`config.mk`:
```
export PLATFORM = sky130hd
export DESIGN_NAME = planar_4bpp_tile_encoder_top
export DESIGN_NICKNAME = d
export VERILOG_FILES = /design/src/sv/p4te_pkg.sv /design/src/sv/p4te_plane_lane.sv /design/src/sv/p4te_row_front.sv /design/src/sv/p4te_beat_sequencer.sv /design/src/sv/planar_4bpp_tile_encoder_top.sv
export SDC_FILE = /design/constraint.sdc
export NUM_CORES = 1
export LEC_CHECK = 0
export ABC_AREA = 1
export CAP_MARGIN = 5
export CORE_MARGIN = 10
export CORE_UTILIZATION = 40
export CTS_CLUSTER_SIZE = 8
export DETAILED_ROUTE_END_ITERATION = 8
export DONT_BUFFER_PORTS = 1
export GPL_TIMING_DRIVEN = 0
export SETUP_SLACK_MARGIN = 0.05
export SLEW_MARGIN = 20
export SYNTH_ARGS = -nofsm -noshare
export SYNTH_HDL_FRONTEND = slang
export SYNTH_SLANG_ARGS = --single-unit
```
`constraint.sdc`:
```
create_clock -name aclk -period 8.32 [get_ports aclk]
set_input_delay 1.664 -clock aclk [delete_from_list [all_inputs] [get_ports aclk]]
set_output_delay 1.664 -clock aclk [all_outputs]
set_load 0.02 [all_outputs]
```
`src/sv/p4te_pkg.sv`:
```
`default_nettype none
package p4te_pkg;

    localparam int TILE_W  = 9;
    localparam int PIXEL_W = 32;
    localparam int BYTE_W  = 8;
    localparam int ADDR_W  = 17;
    localparam int POS_W   = 5;
    localparam int SROW_W  = 3;
    localparam int NPLANES = 4;
    localparam int NUPPER  = 16;
    localparam int STORE_DEPTH = 32;
    localparam int CNT_W   = 5;

    // beat numbers inside one item's run
    localparam logic [CNT_W-1:0] BEAT_P1   = 5'd1;
    localparam logic [CNT_W-1:0] BEAT_UP0  = 5'd2;
    localparam logic [CNT_W-1:0] BEAT_LAST = 5'd17;

    // everything the beat sequencer needs to play out one row
    typedef struct packed {
        logic [BYTE_W-1:0]              plane0;
        logic [BYTE_W-1:0]              plane1;
        logic [NUPPER-1:0][BYTE_W-1:0]  upper;
        logic [ADDR_W-1:0]              base;
        logic [SROW_W-1:0]              srow;
        logic                           emit_upper;
        logic                           tile_done;
    } job_t;

endpackage
`default_nettype wire

```
`src/sv/p4te_plane_lane.sv`:
```
`default_nettype none
module p4te_plane_lane (
    input  wire logic [p4te_pkg::PIXEL_W-1:0] pixel_row,
    input  wire logic [1:0]                   plane_sel,
    output logic      [p4te_pkg::BYTE_W-1:0]  plane_byte
);
    import p4te_pkg::*;

    // column c goes to bit 7-c
    always_comb begin
        for (int c = 0; c < BYTE_W; c++) begin
            plane_byte[BYTE_W-1-c] = pixel_row[4*c + int'(plane_sel)];
        end
    end

endmodule
`default_nettype wire

```
`src/sv/p4te_row_front.sv`:
```
`default_nettype none
module p4te_row_front (
    input  wire logic                          aclk,
    input  wire logic                          aresetn,
    input  wire logic                          cfg_valid,
    input  wire logic                          cfg_data,
    input  wire logic                          row_accept,
    input  wire logic [p4te_pkg::TILE_W-1:0]   tile_number,
    input  wire logic [p4te_pkg::PIXEL_W-1:0]  pixel_row,
    output p4te_pkg::job_t                     job
);
    import p4te_pkg::*;

    logic              tile_mode_reg;
    logic [POS_W-1:0]  row_position_reg;
    logic [POS_W-1:0]  row_position_next;
    logic [BYTE_W-1:0] store_reg [STORE_DEPTH];

    logic [NPLANES-1:0][BYTE_W-1:0] lane_byte;
    logic                           side;
    logic [SROW_W-1:0]              srow;

    genvar g;
    generate
        for (g = 0; g < NPLANES; g++) begin : g_lane
            p4te_plane_lane u_lane (
                .pixel_row  (pixel_row),
                .plane_sel  (2'(g)),
                .plane_byte (lane_byte[g])
            );
        end
    endgenerate

    always_comb begin
        if (tile_mode_reg) begin
            side = row_position_reg[0];
            srow = row_position_reg[3:1];
            job.base = {1'b0, tile_number[8:3], row_position_reg[4], tile_number[2:0],
                        side, 5'b0};
            job.tile_done = (row_position_reg == POS_W'(31));
            row_position_next = row_position_reg + POS_W'(1);
        end else begin
            side = 1'b0;
            srow = row_position_reg[2:0];
            job.base = {3'b0, tile_number, 5'b0};
            job.tile_done = (srow == SROW_W'(7));
            row_position_next = {2'b0, srow + SROW_W'(1)};
        end
        job.srow       = srow;
        job.emit_upper = (srow == SROW_W'(7));
        job.plane0     = lane_byte[0];
        job.plane1     = lane_byte[1];
        // rows 0..6 of this side come from the store, row 7 from the lanes
        for (int k = 0; k < NUPPER - 2; k++) begin
            job.upper[k] = store_reg[{side, 4'(k)}];
        end
        job.upper[NUPPER-2] = lane_byte[2];
        job.upper[NUPPER-1] = lane_byte[3];
    end

    always_ff @(posedge aclk) begin
        if (!aresetn) begin
            tile_mode_reg    <= 1'b0;
            row_position_reg <= '0;
        end else if (cfg_valid) begin
            tile_mode_reg    <= cfg_data;
            row_position_reg <= '0;
        end else if (row_accept) begin
            row_position_reg <= row_position_next;
        end
    end

    always_ff @(posedge aclk) begin
        if (row_accept) begin
            store_reg[{side, srow, 1'b0}] <= lane_byte[2];
            store_reg[{side, srow, 1'b1}] <= lane_byte[3];
        end
    end

endmodule
`default_nettype wire

```
`src/sv/p4te_beat_sequencer.sv`:
```
`default_nettype none
module p4te_beat_sequencer (
    input  wire logic                          aclk,
    input  wire logic                          aresetn,
    input  wire logic                          s_valid,
    output logic                               s_ready,
    input  wire p4te_pkg::job_t                job_in,
    output logic                               m_valid,
    input  wire logic                          m_ready,
    output logic [p4te_pkg::BYTE_W-1:0]        m_plane_byte,
    output logic [p4te_pkg::ADDR_W-1:0]        m_byte_address,
    output logic                               m_run_last,
    output logic                               m_tile_end
);
    import p4te_pkg::*;

    job_t              job_reg;
    logic              job_valid_reg;
    logic [CNT_W-1:0]  cnt_reg;

    logic              m_valid_reg;
    logic [BYTE_W-1:0] byte_reg;
    logic [ADDR_W-1:0] addr_reg;
    logic              run_last_reg;
    logic              tile_end_reg;

    logic              out_free;
    logic              fire;
    logic              last_beat;
    logic [CNT_W-1:0]  up_idx;
    logic [BYTE_W-1:0] beat_byte;
    logic [4:0]        beat_offset;

    assign out_free  = !m_valid_reg || m_ready;
    assign fire      = job_valid_reg && out_free;
    assign last_beat = job_reg.emit_upper ? (cnt_reg == BEAT_LAST) : (cnt_reg == BEAT_P1);
    assign s_ready   = !job_valid_reg || (fire && last_beat);
    assign up_idx    = cnt_reg - BEAT_UP0;

    always_comb begin
        if (cnt_reg == '0) begin
            beat_byte   = job_reg.plane0;
            beat_offset = {1'b0, job_reg.srow, 1'b0};
        end else if (cnt_reg == BEAT_P1) begin
            beat_byte   = job_reg.plane1;
            beat_offset = {1'b0, job_reg.srow, 1'b1};
        end else begin
            beat_byte   = job_reg.upper[up_idx[3:0]];
            beat_offset = {1'b1, up_idx[3:0]};
        end
    end

    always_ff @(posedge aclk) begin
        if (!aresetn) begin
            job_valid_reg <= 1'b0;
            cnt_reg       <= '0;
            m_valid_reg   <= 1'b0;
        end else begin
            if (s_valid && s_ready) begin
                job_valid_reg <= 1'b1;
                cnt_reg       <= '0;
            end else if (fire && last_beat) begin
                job_valid_reg <= 1'b0;
            end else if (fire) begin
                cnt_reg <= cnt_reg + CNT_W'(1);
            end
            if (fire) begin
                m_valid_reg <= 1'b1;
            end else if (m_ready) begin
                m_valid_reg <= 1'b0;
            end
        end
    end

    always_ff @(posedge aclk) begin
        if (s_valid && s_ready) begin
            job_reg <= job_in;
        end
        if (fire) begin
            byte_reg     <= beat_byte;
            addr_reg     <= job_reg.base | {12'b0, beat_offset};
            run_last_reg <= last_beat;
            tile_end_reg <= last_beat && job_reg.emit_upper && job_reg.tile_done;
        end
    end

    assign m_valid        = m_valid_reg;
    assign m_plane_byte   = byte_reg;
    assign m_byte_address = addr_reg;
    assign m_run_last     = run_last_reg;
    assign m_tile_end     = tile_end_reg;

endmodule
`default_nettype wire

```
`src/sv/planar_4bpp_tile_encoder_top.sv`:
```
// Planar 4bpp tile encoder.
// s_ channel: one beat per pixel row (8x8 mode) or half-row (16x16 mode),
//   s_tile_number selects the tile, s_pixel_row holds eight 4-bit pixels.
// m_ channel: one bitplane byte per beat with its byte address. m_run_last
//   marks the final beat of an input row, m_tile_end the final byte of a tile.
// cfg channel: cfg_data writes tile_mode (0 = 8x8, 1 = 16x16) and restarts
//   the row count; write it only while the block is idle. cfg_ready is always high.
// Four plane lanes split a row combinationally; the plane 2/3 bytes go to a
// 32-byte store and are played out when a subtile's last row arrives.
// Each accepted row waits in the job register; its bytes are registered
// again on the way out. The output carries one byte per cycle while m_ready
// is high: 2 bytes for an ordinary row, 18 for the row that closes a subtile,
// 4 bytes per row on average. A new row is accepted in the cycle its
// predecessor's last byte leaves the job register, so rows stream back to back.
// Reset sets 8x8 mode and row 0; the store needs no clearing.
// When m_ready is low, output and job register hold and s_ready drops once
// the job register is full.
`default_nettype none
module planar_4bpp_tile_encoder_top (
    input  wire logic                          aclk,
    input  wire logic                          aresetn,
    input  wire logic                          cfg_valid,
    output logic                               cfg_ready,
    input  wire logic                          cfg_data,
    input  wire logic                          s_valid,
    output logic                               s_ready,
    input  wire logic [p4te_pkg::TILE_W-1:0]   s_tile_number,
    input  wire logic [p4te_pkg::PIXEL_W-1:0]  s_pixel_row,
    output logic                               m_valid,
    input  wire logic                          m_ready,
    output logic [p4te_pkg::BYTE_W-1:0]        m_plane_byte,
    output logic [p4te_pkg::ADDR_W-1:0]        m_byte_address,
    output logic                               m_run_last,
    output logic                               m_tile_end
);
    import p4te_pkg::*;

    job_t job;

    assign cfg_ready = 1'b1;

    p4te_row_front u_front (
        .aclk        (aclk),
        .aresetn     (aresetn),
        .cfg_valid   (cfg_valid),
        .cfg_data    (cfg_data),
        .row_accept  (s_valid && s_ready),
        .tile_number (s_tile_number),
        .pixel_row   (s_pixel_row),
        .job         (job)
    );

    p4te_beat_sequencer u_seq (
        .aclk           (aclk),
        .aresetn        (aresetn),
        .s_valid        (s_valid),
        .s_ready        (s_ready),
        .job_in         (job),
        .m_valid        (m_valid),
        .m_ready        (m_ready),
        .m_plane_byte   (m_plane_byte),
        .m_byte_address (m_byte_address),
        .m_run_last     (m_run_last),
        .m_tile_end     (m_tile_end)
    );

endmodule
`default_nettype wire

```
## Word level (Yosys, flattened, before mapping)

Memories as Yosys holds them, arrays and structs flattened. A register that Yosys moved wholly into a read port is not among the register bits.
Cells that the tools add are included.

| word-level totals | value |
|---|---|
| logic and storage cells | 65 |
| output and inout bits | 30 |
| bits in writable memories | 256 |
| ROM bits | 0 |
| memories kept | 1 |
| latch bits | 0 |
| bits in registers | 94 |

| cells by class | value |
|---|---|
| equality and inequality tests | 5 |
| reductions and logical operators | 15 |
| divide/modulo/power cells | 0 |
| shifts and indexed selects | 0 |
| mux-type cells | 18 |
| bitwise operators | 3 |
| multipliers | 0 |
| $add $sub $neg | 4 |
| order comparisons | 1 |

Memory list:

| memory | words | width | rd ports | clocked after Yosys merged registers in | write ports | line | RTL |
|---|---|---|---|---|---|---|---|
| u_front.store_reg | 32 | 8 | 14 | 14 | 2 | p4te_row_front.sv:17 | `logic [BYTE_W-1:0] store_reg [STORE_DEPTH];` |

Operators by type and width:

| cell | number |
|---|---|
| $bmux W8 S4 | 1 |
| $mux W8 | 3 |
| $or A17 B5 Y17 | 1 |
| $mux W5 | 3 |
| $mux W14 | 1 |
| $add A5 B1 Y5 const B | 2 |
| $eq A5 B5 Y1 const B | 2 |
| $mux W1 | 9 |
| $eq A3 B3 Y1 const B | 2 |
| $eq A5 B1 Y1 const B | 1 |
| $logic_and A1 B1 Y1 | 5 |
| $logic_not A5 Y1 | 1 |
| $lt A4 B5 Y1 const B | 1 |
| $reduce_bool A2 Y1 | 2 |
| $reduce_or A2 Y1 | 2 |
| $sub A4 B2 Y4 const B | 1 |
| $add A3 B1 Y3 const B | 1 |
| $mux W3 | 1 |
| $logic_not A1 Y1 | 2 |
| $logic_or A1 B1 Y1 | 2 |
| $not A1 Y1 | 2 |
| $reduce_and A2 Y1 | 1 |

## Longest topological paths before layout

Gate-level depths: netlist (run 1).

| logic depth | value |
|---|---|
| depth in word-level cells | 8 |
| gate-level depth with buffers | 12 |

## Cells and area by module

A second synthesis (run 1) with hierarchy kept.

| second synthesis, totals | value |
|---|---|
| cell total of the unflattened synthesis | 1723 |
| area, all modules | 18303.8 µm² |

Modules (own cells, without submodules):

| module | cells an instance | area an instance (µm²) | times used |
|---|---|---|---|
| p4te_row_front | 700 | 8774.7 | 1 |
| p4te_beat_sequencer | 643 | 7928.9 | 1 |
| p4te_plane_lane | 94 | 395.4 | 4 |
| planar_4bpp_tile_encoder_top | 4 | 18.8 | 1 |

## Least setup slack after synthesis (run 1)

No wires, ideal clock.

| timing | value |
|---|---|
| path type | in2reg |
| start | input port m_ready |
| end | register u_seq.job_reg[0] (netlist name), enable pin |
| arrival time | 6502 ps |
| setup slack | 1236 ps |
| stages | 4 |
| required time | 7739 ps |
| cell sequence | inv_1 -> nand2_1 -> nand2_1 -> a21oi_2 |

| on the way | value |
|---|---|
| longest elaborated chain between the ends | 5 |

RTL lines:

| what | line | RTL |
|---|---|---|
| from (decl) | planar_4bpp_tile_encoder_top.sv:30 | `input wire logic m_ready,` |
| $logic_or A1 B1 Y1 | p4te_beat_sequencer.sv:34 | `assign out_free = !m_valid_reg \|\| m_ready;` |
| $logic_and A1 B1 Y1 | p4te_beat_sequencer.sv:35 | `assign fire = job_valid_reg && out_free;` |
| $logic_and A1 B1 Y1 | p4te_beat_sequencer.sv:37 | `assign s_ready = !job_valid_reg \|\| (fire && last_beat);` |
| $logic_or A1 B1 Y1 | p4te_beat_sequencer.sv:37 |  |
| $logic_and A1 B1 Y1 | n/a |  |
| net u_front.row_accept | p4te_row_front.sv:7 | `input wire logic row_accept,` |
| to (signal assigned) | p4te_beat_sequencer.sv:77 | `job_reg <= job_in;` |
| to (decl) | p4te_beat_sequencer.sv:17 | `job_t job_reg;` |

The timed path passes the listed nets, and every way through them passes these cells.
A chain may end at the register's enable or synchronous reset.

## Worst setup path after layout (run 1)

| timing | value |
|---|---|
| start | register u_seq.cnt_reg[1] |
| end | output port s_ready |

| on the way | value |
|---|---|
| longest elaborated chain between the ends | 4 |
| elaborated cells on any way between the ends | 5 |
| classes of those cells | 2 x eq/ne; 1 x mux; 2 x reduce/logical |

RTL lines:

| what | line | RTL |
|---|---|---|
| from (decl) | p4te_beat_sequencer.sv:19 | `logic [CNT_W-1:0] cnt_reg;` |
| from (signal assigned) | p4te_beat_sequencer.sv:65 | `cnt_reg <= cnt_reg + CNT_W'(1);` |
| $eq A5 B1 Y1 or $eq A5 B5 Y1 (tied branches) | p4te_beat_sequencer.sv:36 | `assign last_beat = job_reg.emit_upper ? (cnt_reg == BEAT_LAST) : (cnt_reg == BEAT_P1);` |
| $mux W1 * | p4te_beat_sequencer.sv:36 |  |
| net u_seq.last_beat | p4te_beat_sequencer.sv:29 | `logic last_beat;` |
| $logic_and A1 B1 Y1 * | p4te_beat_sequencer.sv:37 |  |
| $logic_or A1 B1 Y1 * | p4te_beat_sequencer.sv:37 |  |
| to (decl) | planar_4bpp_tile_encoder_top.sv:26 | `output logic s_ready,` |

The timed path passes the listed nets; every way through them passes the cells marked *.

==> results of run 1 <==
kinds of logic after synthesis:
group                    share of synthesized area
buffers and inverters                      0.03382
AND/OR/NAND/NOR                             0.1732
other                                    0.0004582
flip-flops                                  0.7671
AO/OA/AOI/OAI                              0.01672
XOR/XNOR                                  0.002596
adder cells (fa/ha/maj)                   0.006108
metal layers:
| layer | vias to the layer above | routed length (um) |
|---|---|---|
| met5 | - | 0 |
| met4 | 0 | 1373 |
| met3 | 82 | 3534 |
| met2 | 396 | 18370 |
| met1 | 4656 | 16260 |
| li1 | 4633 | - |
through the flow:
stage / utilization / setup WS [ns] / area (um^2)
detailed placement: 0.4274 / 4.347 / 17370
global placement: 0.4196 / -1.240 / 17060
floorplan: - / 1.236 / 16390
CTS: 0.4673 / 3.681 / 18990
global route: 0.4673 / 3.529 / 18990
finish: 0.4673 / 3.723 / 18990
power by group through the flow:
stage          clock [mW]  combinational [mW]  sequential, mW
2_1_floorplan           0               0.123            2.49
3_3_place_gp            0               0.179            2.51
3_5_place_dp            0               0.203            2.49
4_1_cts              2.15               0.204            2.45
5_1_grt              2.24               0.227            2.46
6_report             2.11               0.204            2.45
cells in the mapped netlist, types with 3 or more instances:
master    number
clkbuf_1      24
buf_1          4
inv_1         71
o21ai_0       38
ha_1           8
nand4_2        3
nor2_1        80
nand3_1       79
nand2_1      542
buf_2         25
buf_4          3
dfxtp_1       13
edfxtp_1     410
a21oi_1       15
worst max-delay path: stages, from the launching register on:
cell and delay [ns]:
dfxtp_1 0.34, buf_2 0.20, inv_1 0.15, buf_1 0.62
ha_1 0.33, nand4_1 0.13, nand2_1 0.14, nand2_1 0.13
nand2_2 0.10, buf_6 0.17
final timing paths:
kind	slack, ns	start	end
setup / recovery	3.72	u_seq.cnt_reg[1]$_SDFFE_PP0P_	s_ready
hold / removal	0.41	u_seq.job_reg[19]$_SDFFCE_PN0P_	u_seq.m_byte_address[14]$_DFFE_PP_
setup reg to reg	4.54	u_seq.cnt_reg[1]$_SDFFE_PP0P_	u_front.store_reg[1][12]$_DFFE_PP_
hold reg to reg	0.41	u_seq.job_reg[19]$_SDFFCE_PN0P_	u_seq.m_byte_address[14]$_DFFE_PP_
layout by cell type (no fill, tap or decap), types with 4 or more instances in the layout:
master	netlist	routed
buf_2	25	25
buf_16	0	7
nand2_1	542	542
inv_1	71	71
dfxtp_1	13	13
clkbuf_1	24	45
nor2_2	1	13
edfxtp_1	410	410
o21ai_0	38	38
buf_6	2	5
nand3_1	79	79
a21oi_1	15	15
buf_1	4	4
nor2_1	80	68
buf_4	3	5
ha_1	8	8
clkbuf_16	0	58
layout make-up:
cell class	instances	area (um^2)
buffer	59	280.3
clock buffer	79	1530
timing repair buffer	14	271.5
sequential	423	12570
tap	532	665.6
multi-input combinational	782	3311
clock inverter	3	90.09
fill	3490	21650
inverter	73	274.0
==> flow_summary.yaml, run 1 <==
run_status:
  outcome: "finished, final reports clean"
timing:
  worst_pin_slew_ns: 0.9029
  whs_ns: 0.4082
  period_minus_slack_ns: 4.597
  relSlewSlack: 0.3974
  finalSetupViolCount: 0
  finalHoldViolCount: 0
  final_max_slew_viol_count: 0
  tns_ns: 0
  fmax_ghz: 0.2175
  clock_skew_ns: 0.05298
  rsz0062_at_grt: "false"
  fin_crit_sh: 0.5525
global_routing:
  gr-usage-met1: 0.2021
  antenna_found_initial: 3
  gr-total-overflow: 0
  grt_pass1_wl_um: 58890
  grt.busiest_layer: "met2"
  grt_max_degree: 27
  grt_pass1_vias: 9402
  use_met3: 0.04004
  grt_usage: 0.1573
  grt_use_met2: 0.2484
clocking:
  cts_setup_buffers: 0
  cts_buffer_depth: 3
  cts_made_buffers: 58
  cts_root_buffer: "clkbuf_16"
  holdBufCountCts: 0
  cts.repair.resized: 0
  cts_tree: "done"
  htree_levels: 2
  cts.sinks: 423
  clk_latency_ns: 0.63
  clk_pin_slew_worst_paths_ns: 0.05
die:
  dieArea_mm2: 0.04947
  initial_core_util: 0.4032
  core_region_area_mm2: 0.04065
  io_pins: 77
  die-height_um: 222.4
  die_w_um: 222.4
  rows: 74
power_and_ir_drop:
  p_comb_frac: 0.043
  ir_worst_vdd_uv: 166.5
  fin_total_pwr_mw: 4.767
  sequentialPowerShare: 0.515
  internal_power_mw: 3.745
  clockPowerShare: 0.443
  netSwitchingFraction: 0.2144
  power.density_mw_per_mm2: 251.0
  p_switching_mw: 1.022
  p_leak_nw: 7.256
logic_synthesis:
  syn_nets: 1392
  async_flop_share: 0
  synth_top_flop_cell: "edfxtp_1"
  ys_seq_area_frac: 0.7671
  synth.distinct_cells: 30
  syn_area_per_cell_um2: 12.26
  synth.area.top_cells: "edfxtp_1 75%, nand2_1 12%, nand3_1 2.4%"
  synth_warnings: 0
  yosys.area.top_type_share: 0.7512
  syn-instance-count: 1337
  ys_ff_latch: 423
  synthesis.area_mm2: 0.01639
  synth_edf_count: 410
  yosysTopAreaCell: "edfxtp_1"
run:
  max_cap_violations: 0
layout:
  synthToLayoutAreaGrowth_pct: 15.89
  diodes: 0
  stdcell_count: 1965
  drive_above_1_share: 0.09072
  final_nets: 1466
  largest_register_ffs: 224
route:
  drc: 0
  avgRoutedWirePerCell_um: 20.12
  num_vias: 9767
  drt-total-wl_um: 39540
  viasPerCell: 4.970
  postRouteAntennaNets: 0
  drt_first_iter_violations: 958
  drtPass1Iterations: 6
critical_path:
  endpoint_kind: "output port"
  startpoint_type: "flip-flop"
  path_class: "reg -> out"
  crit_arrival_ns: 2.93
  ff2ff_path_depth: 11
  path_max_fanout: 12
  required_ns: 6.66
hold_path:
  hold_class: "reg -> reg"
  holdPathStages: 0
placed_design:
  dpl.cell_count: 1883
  dp.final_hpwl_um: 25680
  io_buffer_count: 0
  gp_congestion: 0.8858
Note: power is estimated with default switching activity, not from simulation.
==> run 2: changes to the inputs <==
==> constraint.sdc (replaced) <==
create_clock -name aclk -period 4 [get_ports aclk]
set_input_delay 0.8 -clock aclk [delete_from_list [all_inputs] [get_ports aclk]]
set_output_delay 0.8 -clock aclk [all_outputs]
set_load 0.02 [all_outputs]
==> run 2 against run 1 <==
Against the previous run:
- final area grew 0.18%
- clock power grew 110%
- worst setup slack lost 2.7 ns
- critical path type is now reg -> reg
==> flow_summary.yaml, run 2 (same netlist as run 1, synthesis figures left out) <==
timing:
  rsz0062_at_grt: "false"
  clock_skew_ns: 0.02181
  finalHoldViolCount: 0
  worst_pin_slew_ns: 0.9466
  whs_ns: 0.3003
  tns_ns: 0
  relSlewSlack: 0.3683
  fmax_ghz: 0.3312
  period_minus_slack_ns: 3.020
  finalSetupViolCount: 0
  fin_crit_sh: 0.7549
  final_max_slew_viol_count: 0
clocking:
  clk_pin_slew_worst_paths_ns: 0.06
  cts_buffer_depth: 3
  cts_root_buffer: "clkbuf_16"
  cts_tree: "done"
  clk_latency_ns: 0.60
  cts.sinks: 423
  cts_setup_buffers: 0
  cts.repair.resized: 0
  htree_levels: 2
  cts_made_buffers: 58
  holdBufCountCts: 0
global_routing:
  grt_usage: 0.1586
  antenna_found_initial: 3
  grt_pass1_wl_um: 59530
  gr-total-overflow: 0
  grt_max_degree: 27
  grt_pass1_vias: 9537
layout:
  fillers: 3537
  drive_above_1_share: 0.09630
  synthToLayoutAreaGrowth_pct: 16.10
  final_nets: 1468
  layout_common_cells: "541 x nand2_1, 410 x edfxtp_1, 79 x nand3_1, 70 x inv_1, 68 x nor2_1"
  largest_register_ffs: 224
  stdcell_count: 1965
  final_common_cell: "nand2_1"
  diodes: 0
power_and_ir_drop:
  power.density_mw_per_mm2: 519.6
  fin_total_pwr_mw: 9.888
  p_leak_nw: 7.273
  ir_worst_vdd_uv: 358.3
route:
  drc: 0
  num_vias: 9911
  drt_first_iter_violations: 1028
  drtPass1Iterations: 5
  viasPerCell: 5.044
  drt-total-wl_um: 40130
  postRouteAntennaNets: 0
  avgRoutedWirePerCell_um: 20.42
hold_path:
  hold_class: "in -> reg"
die:
  dieArea_mm2: 0.04947
  core_region_area_mm2: 0.04065
  die-height_um: 222.4
  rows: 74
  io_pins: 77
  die_w_um: 222.4
  initial_core_util: 0.4032
critical_path:
  endpoint_kind: "flip-flop"
  startpoint_type: "flip-flop"
  path_common_cell: "buf_6"
  slowest_stage: "nor2_2"
  path_max_fanout: 16
  crit_arrival_ns: 3.23
  slowest_delay_ns: 0.79
  path_cells: "buf_6 > inv_4 > buf_6 > ha_4 > nand4_1 > nand2_1 > nand2_2 > nand2_2 > buf_6 > nand4_2 > nor2_2"
  required_ns: 4.21
  path_class: "reg -> reg"
placed_design:
  io_buffer_count: 0
  dpl.cell_count: 1885
  gp_congestion: 0.8984
  dp.final_hpwl_um: 25890
run:
  max_cap_violations: 0
run_status:
  outcome: "finished, final reports clean"
## run 2: cell types whose count changed in the layout (fill, tap and decap cells not counted), sizes merged
cell    change
inv         +2
buf         +2
clkinv      -2
clkbuf      -2
## run 2: cell type report
class	count	area, um^2	share of cell area
Clock buffer	77	1523	0.08002
Clock inverter	3	58.81	0.003090
Tap cell	532	665.6	0.03498
Timing Repair Buffer	16	310.3	0.01631
Multi-Input combinational cell	782	3326	0.1748
Sequential cell	423	12570	0.6608
Inverter	73	276.5	0.01453
Buffer	59	295.3	0.01552
## run 2: final timing paths
| kind | slack, ns | depth (start not counted) | to | start |
|---|---|---|---|---|
| max | 0.98 | 11 | u_front.store_reg[9][8]$_DFFE_PP_ | u_seq.cnt_reg[1]$_SDFFE_PP0P_ |
| min | 0.30 | 0 | u_seq.job_reg[162]$_DFFE_PP_ | s_pixel_row[12] |
| max reg2reg | 0.98 | 11 | u_front.store_reg[9][8]$_DFFE_PP_ | u_seq.cnt_reg[1]$_SDFFE_PP0P_ |
| min reg2reg | 0.42 | 0 | u_seq.m_byte_address[5]$_DFFE_PP_ | u_seq.job_reg[10]$_DFFE_PP_ |
## run 2: per-layer routing
metal  global-route usage  up-vias  part of all wire
met1               0.2108     4768              0.43
met2               0.2454      429              0.45
met5                    0        -                 0
met4              0.05667        0             0.029
met3              0.04241       71             0.094
li1                     -     4643                 -
## run 2: power by group
part | total, mW | switching [mW] | internal (mW)
Clock | 4.35 | 1.74 | 2.61
Combinational | 0.432 | 0.304 | 0.127
Sequential | 5.10 | 0.0669 | 5.04
## run 2: metrics by stage
step | cell area [um^2] | setup slack (ns) | utilization
after floorplan | 16430 | -0.2062 | -
after global placement | 17100 | -1.733 | 0.4206
after detailed placement | 17450 | 0.9912 | 0.4292
after CTS | 19030 | 0.9790 | 0.4681
after global routing | 19030 | 0.7672 | 0.4681
final | 19030 | 0.9803 | 0.4681
## run 2: worst max-delay path: cells and delay by family (launching register included)
kind | cells | cell delay, ns
adders and majority gates | 1 | 0.16
and+or+nand+nor | 6 | 1.55
DFF | 1 | 0.33
buffers and inverters | 4 | 0.57
==> run 3: changes to the inputs <==
==> constraint.sdc (replaced) <==
create_clock -name aclk -period 2.79 [get_ports aclk]
set_input_delay 0.558 -clock aclk [delete_from_list [all_inputs] [get_ports aclk]]
set_output_delay 0.558 -clock aclk [all_outputs]
set_load 0.02 [all_outputs]
==> run 3 against run 2 <==
Against the previous run:
- combinational power rose by 51%
- via count rose by 0.65%
- first-iteration DRC count rose by 18%
- clock skew fell by 0.0079 ns
- fmax rose by 13%
- flip-flop and latch count did not move
- sequential share of layout area fell by 1.3 points
- register-to-register slack got worse by 0.86 ns
- worst setup slack got worse by 0.86 ns
- final area rose by 1.9%
- critical path type unchanged
- largest cell class unchanged
==> flow_summary.yaml, run 3 (same netlist as run 1, synthesis figures left out) <==
layout:
  fin_util: 0.4772
  synthToLayoutAreaGrowth_pct: 18.34
  final_nets: 1488
  drive_above_1_share: 0.1092
  layout_common_cells: "540 x nand2_1, 410 x edfxtp_1, 79 x nand3_1, 69 x inv_1, 68 x nor2_1"
  largest_register_ffs: 224
  final_common_cell: "nand2_1"
route:
  drtPass1Iterations: 5
  avgRoutedWirePerCell_um: 20.25
  drt-total-wl_um: 40280
  drt_first_iter_violations: 1209
  viasPerCell: 5.015
  num_vias: 9975
  drc: 0
  postRouteAntennaNets: 0
global_routing:
  gr-total-overflow: 0
  grt_max_degree: 27
  antenna_found_initial: 2
  grt_usage: 0.1595
  grt_pass1_vias: 9780
  grt_pass1_wl_um: 60090
clocking:
  cts_made_buffers: 58
  htree_levels: 2
  clk_pin_slew_worst_paths_ns: 0.05
  cts_root_buffer: "clkbuf_16"
  cts_tree: "done"
  clk_latency_ns: 0.59
  cts_buffer_depth: 3
  holdBufCountCts: 0
  cts.sinks: 423
critical_path:
  cp_top_family: "simple AND/OR/NAND/NOR gates"
  cp-startpoint: "u_seq.cnt_reg[1]$_SDFFE_PP0P_"
  startpoint_type: "flip-flop"
  slowest_delay_ns: 0.35
  required_ns: 3.08
  path_cells: "buf_6 > inv_4 > buf_8 > ha_4 > nand4_1 > nand2_2 > nand2_2 > nand2_2 > buf_8 > nand4_2 > nor2_4 > buf_8"
  slowest_stage: "nor2_4"
  critical_path_buf_inv_count: 5
  crit_arrival_ns: 2.95
  cp_num_cells: 12
  crit_end: "u_front.store_reg[12][6]$_DFFE_PP_"
  path_max_fanout: 12
  r2r_setup_slack_ns: 0.12
  r2r-end: "u_front.store_reg[12][6]$_DFFE_PP_"
  r2r-start: "u_seq.cnt_reg[1]$_SDFFE_PP0P_"
  path_class: "reg -> reg"
  endpoint_kind: "flip-flop"
  ff2ff_path_depth: 12
timing:
  finalSetupViolCount: 0
  rsz0062_at_grt: "true"
  worst_pin_slew_ns: 0.9306
  finalHoldViolCount: 0
  final_max_slew_viol_count: 0
  clock_skew_ns: 0.01396
  fin_crit_sh: 0.9560
  relSlewSlack: 0.3789
  fmax_ghz: 0.3749
  period_minus_slack_ns: 2.667
  whs_ns: 0.06444
die:
  rows: 74
  io_pins: 77
  dieArea_mm2: 0.04947
  initial_core_util: 0.4032
  die_w_um: 222.4
  die-height_um: 222.4
  core_region_area_mm2: 0.04065
power_and_ir_drop:
  ir_worst_vdd_uv: 433.0
  p_leak_nw: 7.420
  power.density_mw_per_mm2: 732.9
placed_design:
  dp.final_hpwl_um: 25840
  gp_congestion: 0.8686
  io_buffer_count: 0
run_status:
  outcome: "finished, final reports clean"
run:
  max_cap_violations: 0
hold_path:
  hold_class: "in -> reg"
-- run 3: worst register-to-register path, cell delays in order (launching register included) --
cell and delay, ns:
dfxtp_2 0.33, buf_6 0.14, inv_4 0.09, buf_8 0.17
ha_4 0.16, nand4_1 0.13, nand2_2 0.11, nand2_2 0.09
nand2_2 0.10, buf_8 0.17, nand4_2 0.33, nor2_4 0.35
buf_8 0.19
-- run 3: area by class of cell --
class	instances	area, um^2
timing repair buffer	36	565.5
sequential	423	12570
antenna	1	2.502
tap	532	665.6
inverter	73	276.5
fill	3524	21250
multi-input combinational	782	3418
buffer	59	301.5
clock buffer	80	1534
clock inverter	3	58.81
-- run 3: per-layer routing --
layer / global-route usage / vias to the layer above / routed length, um
met3: 0.04030 / 86 / 3760
met1: 0.2171 / 4734 / 17300
met4: 0.06255 / 0 / 1486
met2: 0.2404 / 461 / 17730
met5: 0 / - / 0
li1: - / 4694 / -
-- run 3: what timing repair did --
action / CTS / global route
endpoints found under the setup margin: 114 / 225
pin swaps: 0 / 11
gates resized for setup: 4 / 14
setup buffers: 0 / 19
-- run 3: report_power, final --
part	internal, mW	total [mW]	switching [mW]
Sequential	7.22	7.32	0.0954
Clock	3.76	6.25	2.49
Combinational	0.202	0.652	0.450
-- run 3: worst min-delay path by stage --
stage	from	endpoint	slack, ns	cells past startpoint
after global placement	u_seq.job_reg[12]$_DFFE_PP_	u_seq.m_byte_address[7]$_DFFE_PP_	0.40	0
after CTS	s_pixel_row[2]	u_front.store_reg[9][7]$_DFFE_PP_	0.04	0
after global routing	s_pixel_row[20]	u_seq.job_reg[160]$_DFFE_PP_	0.04	0
after floorplan	u_seq.job_reg[15]$_DFFE_PP_	u_seq.m_byte_address[10]$_DFFE_PP_	0.40	0
after detailed placement	u_seq.job_reg[15]$_DFFE_PP_	u_seq.m_byte_address[10]$_DFFE_PP_	0.40	0
final	s_pixel_row[24]	u_seq.job_reg[159]$_DFFE_PP_	0.06	0
-- run 3: per-stage QoR --
stage | TNS [ns] | instance area [um^2] | worst slack [ns] | power (mW) | std cells
floorplan | -233.02 | 16440 | -1.416 | 7.799 | 1337
global placement | -585.06 | 17110 | -2.913 | 7.996 | 1869
detailed placement | -10.71 | 17500 | -0.1512 | 8.055 | 1886
CTS | -9.466 | 19110 | -0.1619 | 14.31 | 1969
global route | 0 | 19390 | 0.002575 | 14.69 | 1988
finish | 0 | 19400 | 0.1229 | 14.22 | 1989
